<file path="src/hdl/pas_pkg.sv">
// Shared types and constants for the positional array store.
`timescale 1ns / 1ps

package pas_pkg;

  localparam int DEPTH        = 32;
  localparam int RESULT_LIMIT = 32;
  // largest number of entries the list can ever hold
  localparam int CAP_MAX      = (DEPTH < RESULT_LIMIT) ? DEPTH : RESULT_LIMIT;
  localparam int ADDR_W       = $clog2(DEPTH);
  localparam int CNT_W        = $clog2(CAP_MAX + 1);

  localparam int DATA_W       = 32;
  localparam int POS_W        = 6;
  localparam int CAP_W        = 6;
  localparam logic [CAP_W-1:0] CAP_RESET = 6'd32;

  typedef enum logic [1:0] {
    OP_TRAVERSE = 2'd0,
    OP_INSERT   = 2'd1,
    OP_DELETE   = 2'd2,
    OP_SEARCH   = 2'd3
  } op_t;

  typedef enum logic [2:0] {
    RES_OK,
    RES_BAD,
    RES_HIT,
    RES_MISS,
    RES_ELEM,
    RES_EMPTY
  } res_kind_t;

  typedef enum logic [3:0] {
    ST_IDLE,
    ST_DISPATCH,
    ST_INS_STEP,
    ST_INS_MOVE,
    ST_DEL_STEP,
    ST_DEL_MOVE,
    ST_SRC_STEP,
    ST_SRC_CMP,
    ST_TRV_READ,
    ST_TRV_EMIT,
    ST_REPLY_OK,
    ST_REPLY_BAD,
    ST_REPLY_MISS,
    ST_REPLY_EMPTY
  } state_t;

  typedef struct packed {
    logic      latch_in;
    logic      idx_clear;
    logic      idx_fill;
    logic      idx_pos;
    logic      idx_inc;
    logic      idx_dec;
    logic      rd_prev;
    logic      rd_next;
    logic      rd_cur;
    logic      wr_shift;
    logic      wr_new;
    logic      fill_inc;
    logic      fill_dec;
    logic      out_load;
    res_kind_t kind;
  } pas_cmd_t;

  typedef struct packed {
    op_t  op;
    logic fill_zero;
    logic ins_ok;
    logic del_ok;
    logic ins_end;
    logic del_end;
    logic scan_end;
    logic match;
    logic trav_last;
    logic out_free;
  } pas_stat_t;

endpackage

</file>
<file path="src/hdl/pas_ram.sv">
// Generic single-write, single-read RAM with registered read data.
`timescale 1ns / 1ps

module pas_ram #(
  parameter int WIDTH = 32,
  parameter int DEPTH = 32,
  localparam int AW   = $clog2(DEPTH)
) (
  input  logic             clk,
  input  logic             wr_en,
  input  logic [AW-1:0]    wr_addr,
  input  logic [WIDTH-1:0] wr_data,
  input  logic             rd_en,
  input  logic [AW-1:0]    rd_addr,
  output logic [WIDTH-1:0] rd_data
);

  logic [WIDTH-1:0] mem [DEPTH];

  always_ff @(posedge clk) begin
    if (wr_en) begin
      mem[wr_addr] <= wr_data;
    end
    // read data holds until the next read
    if (rd_en) begin
      rd_data <= mem[rd_addr];
    end
  end

endmodule

</file>
<file path="src/hdl/pas_datapath.sv">
// Datapath: element RAM, fill count, capacity register, scan index and result register.
`timescale 1ns / 1ps

module pas_datapath import pas_pkg::*; (
  input  logic                     clk,
  input  logic                     rst_n,
  input  pas_cmd_t                 cmd,
  output pas_stat_t                stat,
  input  logic [1:0]               in_op,
  input  logic [POS_W-1:0]         in_pos,
  input  logic signed [DATA_W-1:0] in_value,
  input  logic                     cfg_we,
  input  logic [CAP_W-1:0]         cfg_cap,
  input  logic                     out_tready,
  output logic                     out_valid,
  output logic                     res_status,
  output logic                     res_found,
  output logic [5:0]               res_fpos,
  output logic signed [DATA_W-1:0] res_element,
  output logic                     res_element_valid,
  output logic [5:0]               res_count,
  output logic                     res_last
);

  op_t                     op_r;
  logic [POS_W-1:0]        pos_r;
  logic signed [DATA_W-1:0] val_r;
  logic [CNT_W-1:0]        fill_r, fill_nxt;
  logic [CNT_W-1:0]        idx_r, idx_nxt;
  logic [CAP_W-1:0]        cap_r;
  logic [CAP_W-1:0]        cap_eff;
  logic                    out_valid_r, out_valid_nxt;

  logic [ADDR_W-1:0]       rd_addr;
  logic [ADDR_W-1:0]       wr_addr;
  logic [DATA_W-1:0]       wr_data;
  logic [DATA_W-1:0]       rd_data;
  logic                    rd_en;
  logic                    wr_en;

  always_ff @(posedge clk) begin
    if (!rst_n) begin
      fill_r      <= '0;
      cap_r       <= CAP_RESET;
      out_valid_r <= 1'b0;
    end else begin
      fill_r      <= fill_nxt;
      out_valid_r <= out_valid_nxt;
      if (cfg_we) begin
        cap_r <= cfg_cap;
      end
    end
  end

  always_ff @(posedge clk) begin
    idx_r <= idx_nxt;
    if (cmd.latch_in) begin
      op_r  <= op_t'(in_op);
      pos_r <= in_pos;
      val_r <= in_value;
    end
  end

  always_comb begin
    fill_nxt = fill_r;
    if (cmd.fill_inc) begin
      fill_nxt = fill_r + CNT_W'(1);
    end else if (cmd.fill_dec) begin
      fill_nxt = fill_r - CNT_W'(1);
    end
  end

  always_comb begin
    idx_nxt = idx_r;
    if (cmd.idx_clear) begin
      idx_nxt = '0;
    end else if (cmd.idx_fill) begin
      idx_nxt = fill_r;
    end else if (cmd.idx_pos) begin
      idx_nxt = CNT_W'(pos_r - POS_W'(1));
    end else if (cmd.idx_inc) begin
      idx_nxt = idx_r + CNT_W'(1);
    end else if (cmd.idx_dec) begin
      idx_nxt = idx_r - CNT_W'(1);
    end
  end

  assign cap_eff = (cap_r > CAP_W'(CAP_MAX)) ? CAP_W'(CAP_MAX) : cap_r;

  // moves read one neighbour of the index and write it back at the index
  always_comb begin
    if (cmd.rd_prev) begin
      rd_addr = ADDR_W'(idx_r - CNT_W'(1));
    end else if (cmd.rd_next) begin
      rd_addr = ADDR_W'(idx_r + CNT_W'(1));
    end else begin
      rd_addr = ADDR_W'(idx_r);
    end
  end

  assign rd_en   = cmd.rd_prev | cmd.rd_next | cmd.rd_cur;
  assign wr_en   = cmd.wr_shift | cmd.wr_new;
  assign wr_addr = ADDR_W'(idx_r);
  assign wr_data = cmd.wr_new ? val_r : rd_data;

  pas_ram #(
    .WIDTH (DATA_W),
    .DEPTH (DEPTH)
  ) u_store (
    .clk     (clk),
    .wr_en   (wr_en),
    .wr_addr (wr_addr),
    .wr_data (wr_data),
    .rd_en   (rd_en),
    .rd_addr (rd_addr),
    .rd_data (rd_data)
  );

  always_comb begin
    stat.op        = op_r;
    stat.fill_zero = (fill_r == '0);
    stat.ins_ok    = (pos_r != '0) && (7'(pos_r) <= 7'(fill_r) + 7'd1) &&
                     (CAP_W'(fill_r) < cap_eff);
    stat.del_ok    = (fill_r != '0) && (pos_r != '0) && (7'(pos_r) <= 7'(fill_r));
    stat.ins_end   = (7'(idx_r) == 7'(pos_r) - 7'd1);
    stat.del_end   = ((idx_r + CNT_W'(1)) == fill_r);
    stat.scan_end  = (idx_r == fill_r);
    stat.match     = (rd_data == val_r);
    stat.trav_last = ((idx_r + CNT_W'(1)) == fill_r);
    stat.out_free  = !out_valid_r || out_tready;
  end

  always_comb begin
    out_valid_nxt = out_valid_r;
    if (cmd.out_load) begin
      out_valid_nxt = 1'b1;
    end else if (out_tready) begin
      out_valid_nxt = 1'b0;
    end
  end

  always_ff @(posedge clk) begin
    if (cmd.out_load) begin
      res_status        <= 1'b0;
      res_found         <= 1'b0;
      res_fpos          <= '0;
      res_element       <= '0;
      res_element_valid <= 1'b0;
      res_count         <= 6'(fill_r);
      res_last          <= 1'b1;
      case (cmd.kind)
        RES_BAD: begin
          res_status <= 1'b1;
        end
        RES_HIT: begin
          res_found <= 1'b1;
          res_fpos  <= 6'(idx_r) + 6'd1;
        end
        RES_ELEM: begin
          res_element       <= rd_data;
          res_element_valid <= 1'b1;
          res_last          <= stat.trav_last;
        end
        default: begin
        end
      endcase
    end
  end

  assign out_valid = out_valid_r;

endmodule

</file>
<file path="src/hdl/pas_ctrl.sv">
// Controller: sequences insert, delete, search and traverse over the element RAM.
`timescale 1ns / 1ps

module pas_ctrl import pas_pkg::*; (
  input  logic      clk,
  input  logic      rst_n,
  input  logic      in_tvalid,
  output logic      in_tready,
  input  pas_stat_t stat,
  output pas_cmd_t  cmd
);

  state_t state_r, state_nxt;

  always_ff @(posedge clk) begin
    if (!rst_n) begin
      state_r <= ST_IDLE;
    end else begin
      state_r <= state_nxt;
    end
  end

  assign in_tready = (state_r == ST_IDLE);

  always_comb begin
    state_nxt = state_r;
    cmd       = '0;
    case (state_r)
      ST_IDLE: begin
        if (in_tvalid) begin
          cmd.latch_in = 1'b1;
          state_nxt    = ST_DISPATCH;
        end
      end
      ST_DISPATCH: begin
        case (stat.op)
          OP_TRAVERSE: begin
            if (stat.fill_zero) begin
              state_nxt = ST_REPLY_EMPTY;
            end else begin
              cmd.idx_clear = 1'b1;
              state_nxt     = ST_TRV_READ;
            end
          end
          OP_INSERT: begin
            if (!stat.ins_ok) begin
              state_nxt = ST_REPLY_BAD;
            end else begin
              cmd.idx_fill = 1'b1;
              state_nxt    = ST_INS_STEP;
            end
          end
          OP_DELETE: begin
            if (!stat.del_ok) begin
              state_nxt = ST_REPLY_BAD;
            end else begin
              cmd.idx_pos = 1'b1;
              state_nxt   = ST_DEL_STEP;
            end
          end
          default: begin
            cmd.idx_clear = 1'b1;
            state_nxt     = ST_SRC_STEP;
          end
        endcase
      end
      // insert walks down from the fill count, moving each entry up one
      ST_INS_STEP: begin
        if (stat.ins_end) begin
          cmd.wr_new   = 1'b1;
          cmd.fill_inc = 1'b1;
          state_nxt    = ST_REPLY_OK;
        end else begin
          cmd.rd_prev = 1'b1;
          state_nxt   = ST_INS_MOVE;
        end
      end
      ST_INS_MOVE: begin
        cmd.wr_shift = 1'b1;
        cmd.idx_dec  = 1'b1;
        state_nxt    = ST_INS_STEP;
      end
      // delete walks up from the removed slot, moving each entry down one
      ST_DEL_STEP: begin
        if (stat.del_end) begin
          cmd.fill_dec = 1'b1;
          state_nxt    = ST_REPLY_OK;
        end else begin
          cmd.rd_next = 1'b1;
          state_nxt   = ST_DEL_MOVE;
        end
      end
      ST_DEL_MOVE: begin
        cmd.wr_shift = 1'b1;
        cmd.idx_inc  = 1'b1;
        state_nxt    = ST_DEL_STEP;
      end
      ST_SRC_STEP: begin
        if (stat.scan_end) begin
          state_nxt = ST_REPLY_MISS;
        end else begin
          cmd.rd_cur = 1'b1;
          state_nxt  = ST_SRC_CMP;
        end
      end
      // read data holds, so a hit simply waits here for the result register
      ST_SRC_CMP: begin
        if (stat.match) begin
          if (stat.out_free) begin
            cmd.out_load = 1'b1;
            cmd.kind     = RES_HIT;
            state_nxt    = ST_IDLE;
          end
        end else begin
          cmd.idx_inc = 1'b1;
          state_nxt   = ST_SRC_STEP;
        end
      end
      ST_TRV_READ: begin
        cmd.rd_cur = 1'b1;
        state_nxt  = ST_TRV_EMIT;
      end
      ST_TRV_EMIT: begin
        if (stat.out_free) begin
          cmd.out_load = 1'b1;
          cmd.kind     = RES_ELEM;
          if (stat.trav_last) begin
            state_nxt = ST_IDLE;
          end else begin
            cmd.idx_inc = 1'b1;
            state_nxt   = ST_TRV_READ;
          end
        end
      end
      ST_REPLY_OK: begin
        if (stat.out_free) begin
          cmd.out_load = 1'b1;
          cmd.kind     = RES_OK;
          state_nxt    = ST_IDLE;
        end
      end
      ST_REPLY_BAD: begin
        if (stat.out_free) begin
          cmd.out_load = 1'b1;
          cmd.kind     = RES_BAD;
          state_nxt    = ST_IDLE;
        end
      end
      ST_REPLY_MISS: begin
        if (stat.out_free) begin
          cmd.out_load = 1'b1;
          cmd.kind     = RES_MISS;
          state_nxt    = ST_IDLE;
        end
      end
      ST_REPLY_EMPTY: begin
        if (stat.out_free) begin
          cmd.out_load = 1'b1;
          cmd.kind     = RES_EMPTY;
          state_nxt    = ST_IDLE;
        end
      end
      default: begin
        state_nxt = ST_IDLE;
      end
    endcase
  end

endmodule

</file>
<file path="src/hdl/positional_array_store.sv">
// Top level of the positional array store: ports, controller, datapath and checks.
`timescale 1ns / 1ps

// Ordered list of up to 32 signed 32-bit values in a single-port-per-side RAM,
// one command item at a time. Every RAM move needs a read and a write, so the
// controller spends a read state and a write state on each entry moved. Insert
// shifts entries from position p up one slot, delete shifts those above p down
// one, search compares entries in order until a hit, and traverse emits each
// element, waiting while the result channel stalls. A new item is taken as soon
// as the previous one has loaded its last result, even while that result still
// waits on out_tready. The RAM needs no clearing after reset: only entries below
// the fill count are ever read. The capacity register is written through cfg_*
// and should only change while the block is idle.
module positional_array_store import pas_pkg::*; (
  input  logic        clk,
  input  logic        rst_n,
  // item in
  input  logic        in_tvalid,
  output logic        in_tready,
  input  logic [39:0] in_tdata,   // [5:0] position, [37:6] data_value, [39:38] zero
  input  logic [1:0]  in_tuser,   // [1:0] operation
  // result out
  output logic        out_tvalid,
  input  logic        out_tready,
  output logic [47:0] out_tdata,  // [0] status, [1] found, [7:2] found_position,
                                  // [39:8] element, [45:40] entry_count, [47:46] zero
  output logic        out_tuser,  // [0] element_valid
  output logic        out_tlast,
  // capacity register
  input  logic        cfg_valid,
  output logic        cfg_ready,
  input  logic [5:0]  cfg_data
);

  pas_cmd_t                 cmd;
  pas_stat_t                stat;
  logic                     res_status;
  logic                     res_found;
  logic [5:0]               res_fpos;
  logic signed [DATA_W-1:0] res_element;
  logic                     res_element_valid;
  logic [5:0]               res_count;
  logic                     res_last;

  assign cfg_ready = 1'b1;

  pas_ctrl u_ctrl (
    .clk       (clk),
    .rst_n     (rst_n),
    .in_tvalid (in_tvalid),
    .in_tready (in_tready),
    .stat      (stat),
    .cmd       (cmd)
  );

  pas_datapath u_dp (
    .clk               (clk),
    .rst_n             (rst_n),
    .cmd               (cmd),
    .stat              (stat),
    .in_op             (in_tuser),
    .in_pos            (in_tdata[5:0]),
    .in_value          (in_tdata[37:6]),
    .cfg_we            (cfg_valid & cfg_ready),
    .cfg_cap           (cfg_data),
    .out_tready        (out_tready),
    .out_valid         (out_tvalid),
    .res_status        (res_status),
    .res_found         (res_found),
    .res_fpos          (res_fpos),
    .res_element       (res_element),
    .res_element_valid (res_element_valid),
    .res_count         (res_count),
    .res_last          (res_last)
  );

  assign out_tdata = {2'b00, res_count, res_element, res_fpos, res_found, res_status};
  assign out_tuser = res_element_valid;
  assign out_tlast = res_last;

  // the result register is only loaded when empty or being emptied
  a_load_free: assert property (@(posedge clk) disable iff (!rst_n)
    cmd.out_load |-> stat.out_free)
    else $error("result loaded over an untaken result");

  // an accepted item keeps the input closed for at least the dispatch cycle
  a_busy_after_accept: assert property (@(posedge clk) disable iff (!rst_n)
    (in_tvalid && in_tready) |=> !in_tready)
    else $error("input reopened straight after accept");

  // a shift write always follows the RAM read that fetched its data
  a_shift_after_read: assert property (@(posedge clk) disable iff (!rst_n)
    cmd.wr_shift |-> $past(cmd.rd_prev || cmd.rd_next))
    else $error("shift write without a preceding read");

endmodule
</file>
<file path="config.mk">
export PLATFORM = sky130hd
export DESIGN_NAME = positional_array_store
export DESIGN_NICKNAME = d
export VERILOG_FILES = /design/src/hdl/pas_pkg.sv /design/src/hdl/pas_ram.sv /design/src/hdl/pas_datapath.sv /design/src/hdl/pas_ctrl.sv /design/src/hdl/positional_array_store.sv
export SDC_FILE = /design/constraint.sdc
export NUM_CORES = 1
export LEC_CHECK = 0
export BUFFER_PORTS_ARGS = -buffer_cell sky130_fd_sc_hd__buf_2
export CORE_MARGIN = 3
export CORE_UTILIZATION = 45
export CTS_BUF_LIST = sky130_fd_sc_hd__clkbuf_8
export DETAILED_ROUTE_END_ITERATION = 16
export PLACE_DENSITY_LB_ADDON = 0.08
export SLEW_MARGIN = 20
export SYNTH_ARGS = -nofsm -noshare
export SYNTH_HDL_FRONTEND = slang
export SYNTH_SLANG_ARGS = --single-unit
</file>
<file path="constraint.sdc">
create_clock -name clk -period 5.33 [get_ports clk]
set_clock_uncertainty 0.05 [all_clocks]
set_input_delay 0.7995 -clock clk [delete_from_list [all_inputs] [get_ports clk]]
set_output_delay 0.7995 -clock clk [all_outputs]
set_load 0.02 [all_outputs]
</file>
==> qor.yml <==
status:
  status: "finished, final reports clean"
global_route:
  grt_pass1_wl_um: 199000
  grt_max_degree: 101
  grt-ovfl-total: 0
  grt_antenna_before_repair: 3
  globalRouteMet2Util_pct: 39.4
  met1_usage_pct: 34.1
  grt.total_usage_pct: 24.4
  use_met3_pct: 3.85
  first_global_vias: 29800
  grt-busiest-layer: "met2"
route:
  wl_per_cell_um: 26.4
  drt_iter0_drc: 2611
  vias: 30200
  first_pass_iters: 5
  drc: 0
  vias_per_cell: 5.83
  ant_nets: 0
  drt_wl_total_um: 136000
finish:
  ff_latch_area_sq_mm: 0.0348
  fill_cells: 8860
  drive_gt1_share_pct: 14.8
  fin_nets: 3723
  final_common_cell: "edfxtp_1"
  multi_input_comb_area_sq_mm: 0.0121
  area_growth_pct: 14.1
  finalNonFillerCells: 5176
  fin_util_pct: 51.8
  final_cell_mix: "1144 x edfxtp_1, 595 x nand2_1, 256 x a211oi_1"
synth:
  synthFlopType: "edfxtp_1"
  synth_warnings: 0
  syn_area_sq_mm: 0.0479
  synth_top_cell_area_share_pct: 71.7
  synth_seq_cells: 1167
  syn_inst: 3410
  syn_avg_cell_area_sq_um: 14.0
  synth_cell_types: 65
  synthTopCellsByArea: "edfxtp_1 72%, nand2_1 4.7%, a211oi_1 4.0%, and3_1 3.3%, nand3_1 2.2%"
  yosys.area.top_type: "edfxtp_1"
  async_flop_share_pct: 0
  synth_edf_count: 1144
  seq_area_frac_synth_pct: 72.7
clocking:
  clock_latency_ns: 0.86
  numCtsBuffers: 188
  cts.reportedPaths.clkPinSlew_ns: 0.06
  cts_buffer_depth: 3
  cts_tree: "built"
  htreeDepth: 4
  cts.sinks: 1167
  root_buffer: "clkbuf_8"
worst_setup_path:
  r2r-end: "u_dp.u_store.rd_data[18]$_DFFE_PP_"
  worst_ep_arrival_time_ns: 5.53
  path_max_fanout: 20
  r2r.worst_path.cells: 13
  required_ns: 5.84
  critical_path_class: "flop to flop"
  cp-start-kind: "flop"
  rrSetupSlack_ns: 0.31
  crit_path_end_kind: "flop"
  timing.rr.start: "u_dp.pos_r[0]$_DFFE_PP_"
power_and_ir_drop:
  intPower_mw: 18.7
  p_leak_nw: 18.8
  vdd_drop_max_mv: 0.370
  p_switching_mw: 11.7
  power_frac_seq_pct: 40.6
  comb_power_share_pct: 37.0
  power_density_mw_per_mm2: 557
  swShare_pct: 38.5
  finalPower_mw: 30.4
  power_frac_clock_pct: 22.3
timing:
  finalSetupViolCount: 0
  worstMarginPinSlew_ns: 1.07
  period_minus_slack_ns: 5.02
  finalSetupTns_ns: 0
  whs_ns: 0.0894
  finalHoldViolCount: 0
  period_share_pct: 94.1
  rsz0062_at_grt: "false"
  fmax_mhz: 199
  slew_violations: 0
  relSlewSlack_pct: 28.3
placed_design:
  routabilityCongestion: 0.822
  placed_cells: 4807
  io_buffers: 100
  dp_hpwl_um: 75900
die:
  fp.dieW_um: 332
  rows: 119
  start_util_pct: 45.4
  die-height_um: 332
  coreArea_sq_mm: 0.105
  boundaryPins: 106
  die_area_sq_mm: 0.110
hold_path:
  hold_start: "in_tdata[24]"
  hold_path.class: "input pin to flop"
  hold_depth: 1
  hold_end: "u_dp.val_r[18]$_DFFE_PP_"
run:
  maxCapViolations: 0
==> worst max path at each step <==
stage / startpoint / endpoint / cells past startpoint
2_1_floorplan: u_dp.val_r[26]$_DFFE_PP_ / u_dp.res_count[0]$_DFFE_PP_ / 6
3_3_place_gp: u_dp.pos_r[0]$_DFFE_PP_ / u_dp.u_store.rd_data[10]$_DFFE_PP_ / 14
3_5_place_dp: u_dp.pos_r[0]$_DFFE_PP_ / u_dp.u_store.rd_data[18]$_DFFE_PP_ / 13
4_1_cts: u_dp.pos_r[0]$_DFFE_PP_ / u_dp.u_store.rd_data[18]$_DFFE_PP_ / 13
5_1_grt: u_dp.pos_r[0]$_DFFE_PP_ / u_dp.u_store.rd_data[18]$_DFFE_PP_ / 13
6_report: u_dp.pos_r[0]$_DFFE_PP_ / u_dp.u_store.rd_data[18]$_DFFE_PP_ / 13
==> synthesized netlist by cell type (all sizes together) (11+ instances only) <==
| master | number |
|---|---|
| mux2i | 45 |
| dfxtp | 23 |
| xnor2 | 21 |
| a31oi | 35 |
| nor2 | 82 |
| o22ai | 36 |
| nor3 | 11 |
| nor4 | 73 |
| nand3 | 210 |
| clkbuf | 62 |
| edfxtp | 1144 |
| ha | 34 |
| nand4 | 40 |
| and2 | 36 |
| or3 | 12 |
| buf | 184 |
| a21oi | 23 |
| xor2 | 47 |
| a32oi | 32 |
| o21ai | 13 |
| inv | 26 |
| and3 | 255 |
| nand2 | 598 |
| a211oi | 287 |
==> flip-flops by register name, indices dropped and copies added, names as in the netlist, 4 cells and up <==
| name | cells |
|---|---|
| u_dp.idx_r | 6 |
| u_dp.res_fpos | 6 |
| u_dp.res_count | 6 |
| u_dp.u_store.mem | 1024 |
| u_dp.res_element | 32 |
| u_dp.val_r | 32 |
| u_dp.cap_r | 6 |
| u_ctrl.state_r | 4 |
| u_dp.fill_r | 6 |
| u_dp.pos_r | 6 |
| u_dp.u_store.rd_data | 32 |
==> cells by family (layout without fill, tap and decap cells) <==
kind of cell / after synthesis / count (layout) / synth area share (%)
other cells: 2 / 7 / 0.0157
flops: 1167 / 1167 / 72.7
mux: 49 / 49 / 1.06
xor+xnor: 70 / 70 / 1.34
compound gates: 478 / 478 / 7.70
simple gates: 1337 / 1337 / 13.4
buf+inv: 272 / 642 / 2.86
fa+ha+maj: 35 / 35 / 0.930
==> metal layers <==
metal | up-vias | part of all wire [%]
li1 | 13500 | -
met3 | 244 | 6.2
met2 | 1137 | 47
met5 | - | 0
met4 | 0 | 2.5
met1 | 15300 | 44
==> timing repair <==
item	4_1_cts	5_1_grt
setup buffers	0	0
hold buffers	29	0
endpoints found under the hold margin	29	0
gates resized for setup	0	0
==> worst max-delay path, cell delays in order (launching register included) <==
cell and delay, ns:
edfxtp_1 0.53, inv_1 0.19, ha_1 0.27, nor3b_1 0.29, xnor2_1 0.24, xor2_1 0.17
a21oi_2 0.55, nand3_1 0.14, o21ai_0 0.19, xor2_1 0.69, nand2b_2 0.40, buf_12 0.29
o22ai_1 0.62, a211oi_2 0.09
==> power groups by stage <==
stage,registers (mW),clock network (mW),logic (mW)
finish,12.4,6.80,11.3
floorplan,12.3,0,7.13
global route,12.4,7.39,12.2
CTS,12.4,6.99,11.2
global placement,12.5,0,11.0
detailed placement,12.5,0,11.2
==> final cells by class <==
class | count | area share, %
clock inverter | 143 | 1.12
clock buffer | 193 | 4.86
timing repair buffer | 280 | 4.87
antenna | 4 | 0.0183
inverter | 26 | 0.179
tap | 1391 | 3.18
multi-input combinational | 1972 | 22.1
sequential | 1167 | 63.7
==> per-stage QoR <==
stage,instance area [sq um],worst slack (ns)
4_1_cts,54600,0.461
3_3_place_gp,51100,0.595
3_5_place_dp,51100,0.477
5_1_grt,54700,0.134
2_1_floorplan,47900,0.976
6_report,54700,0.313
Note: power is estimated with default switching activity, not from simulation.
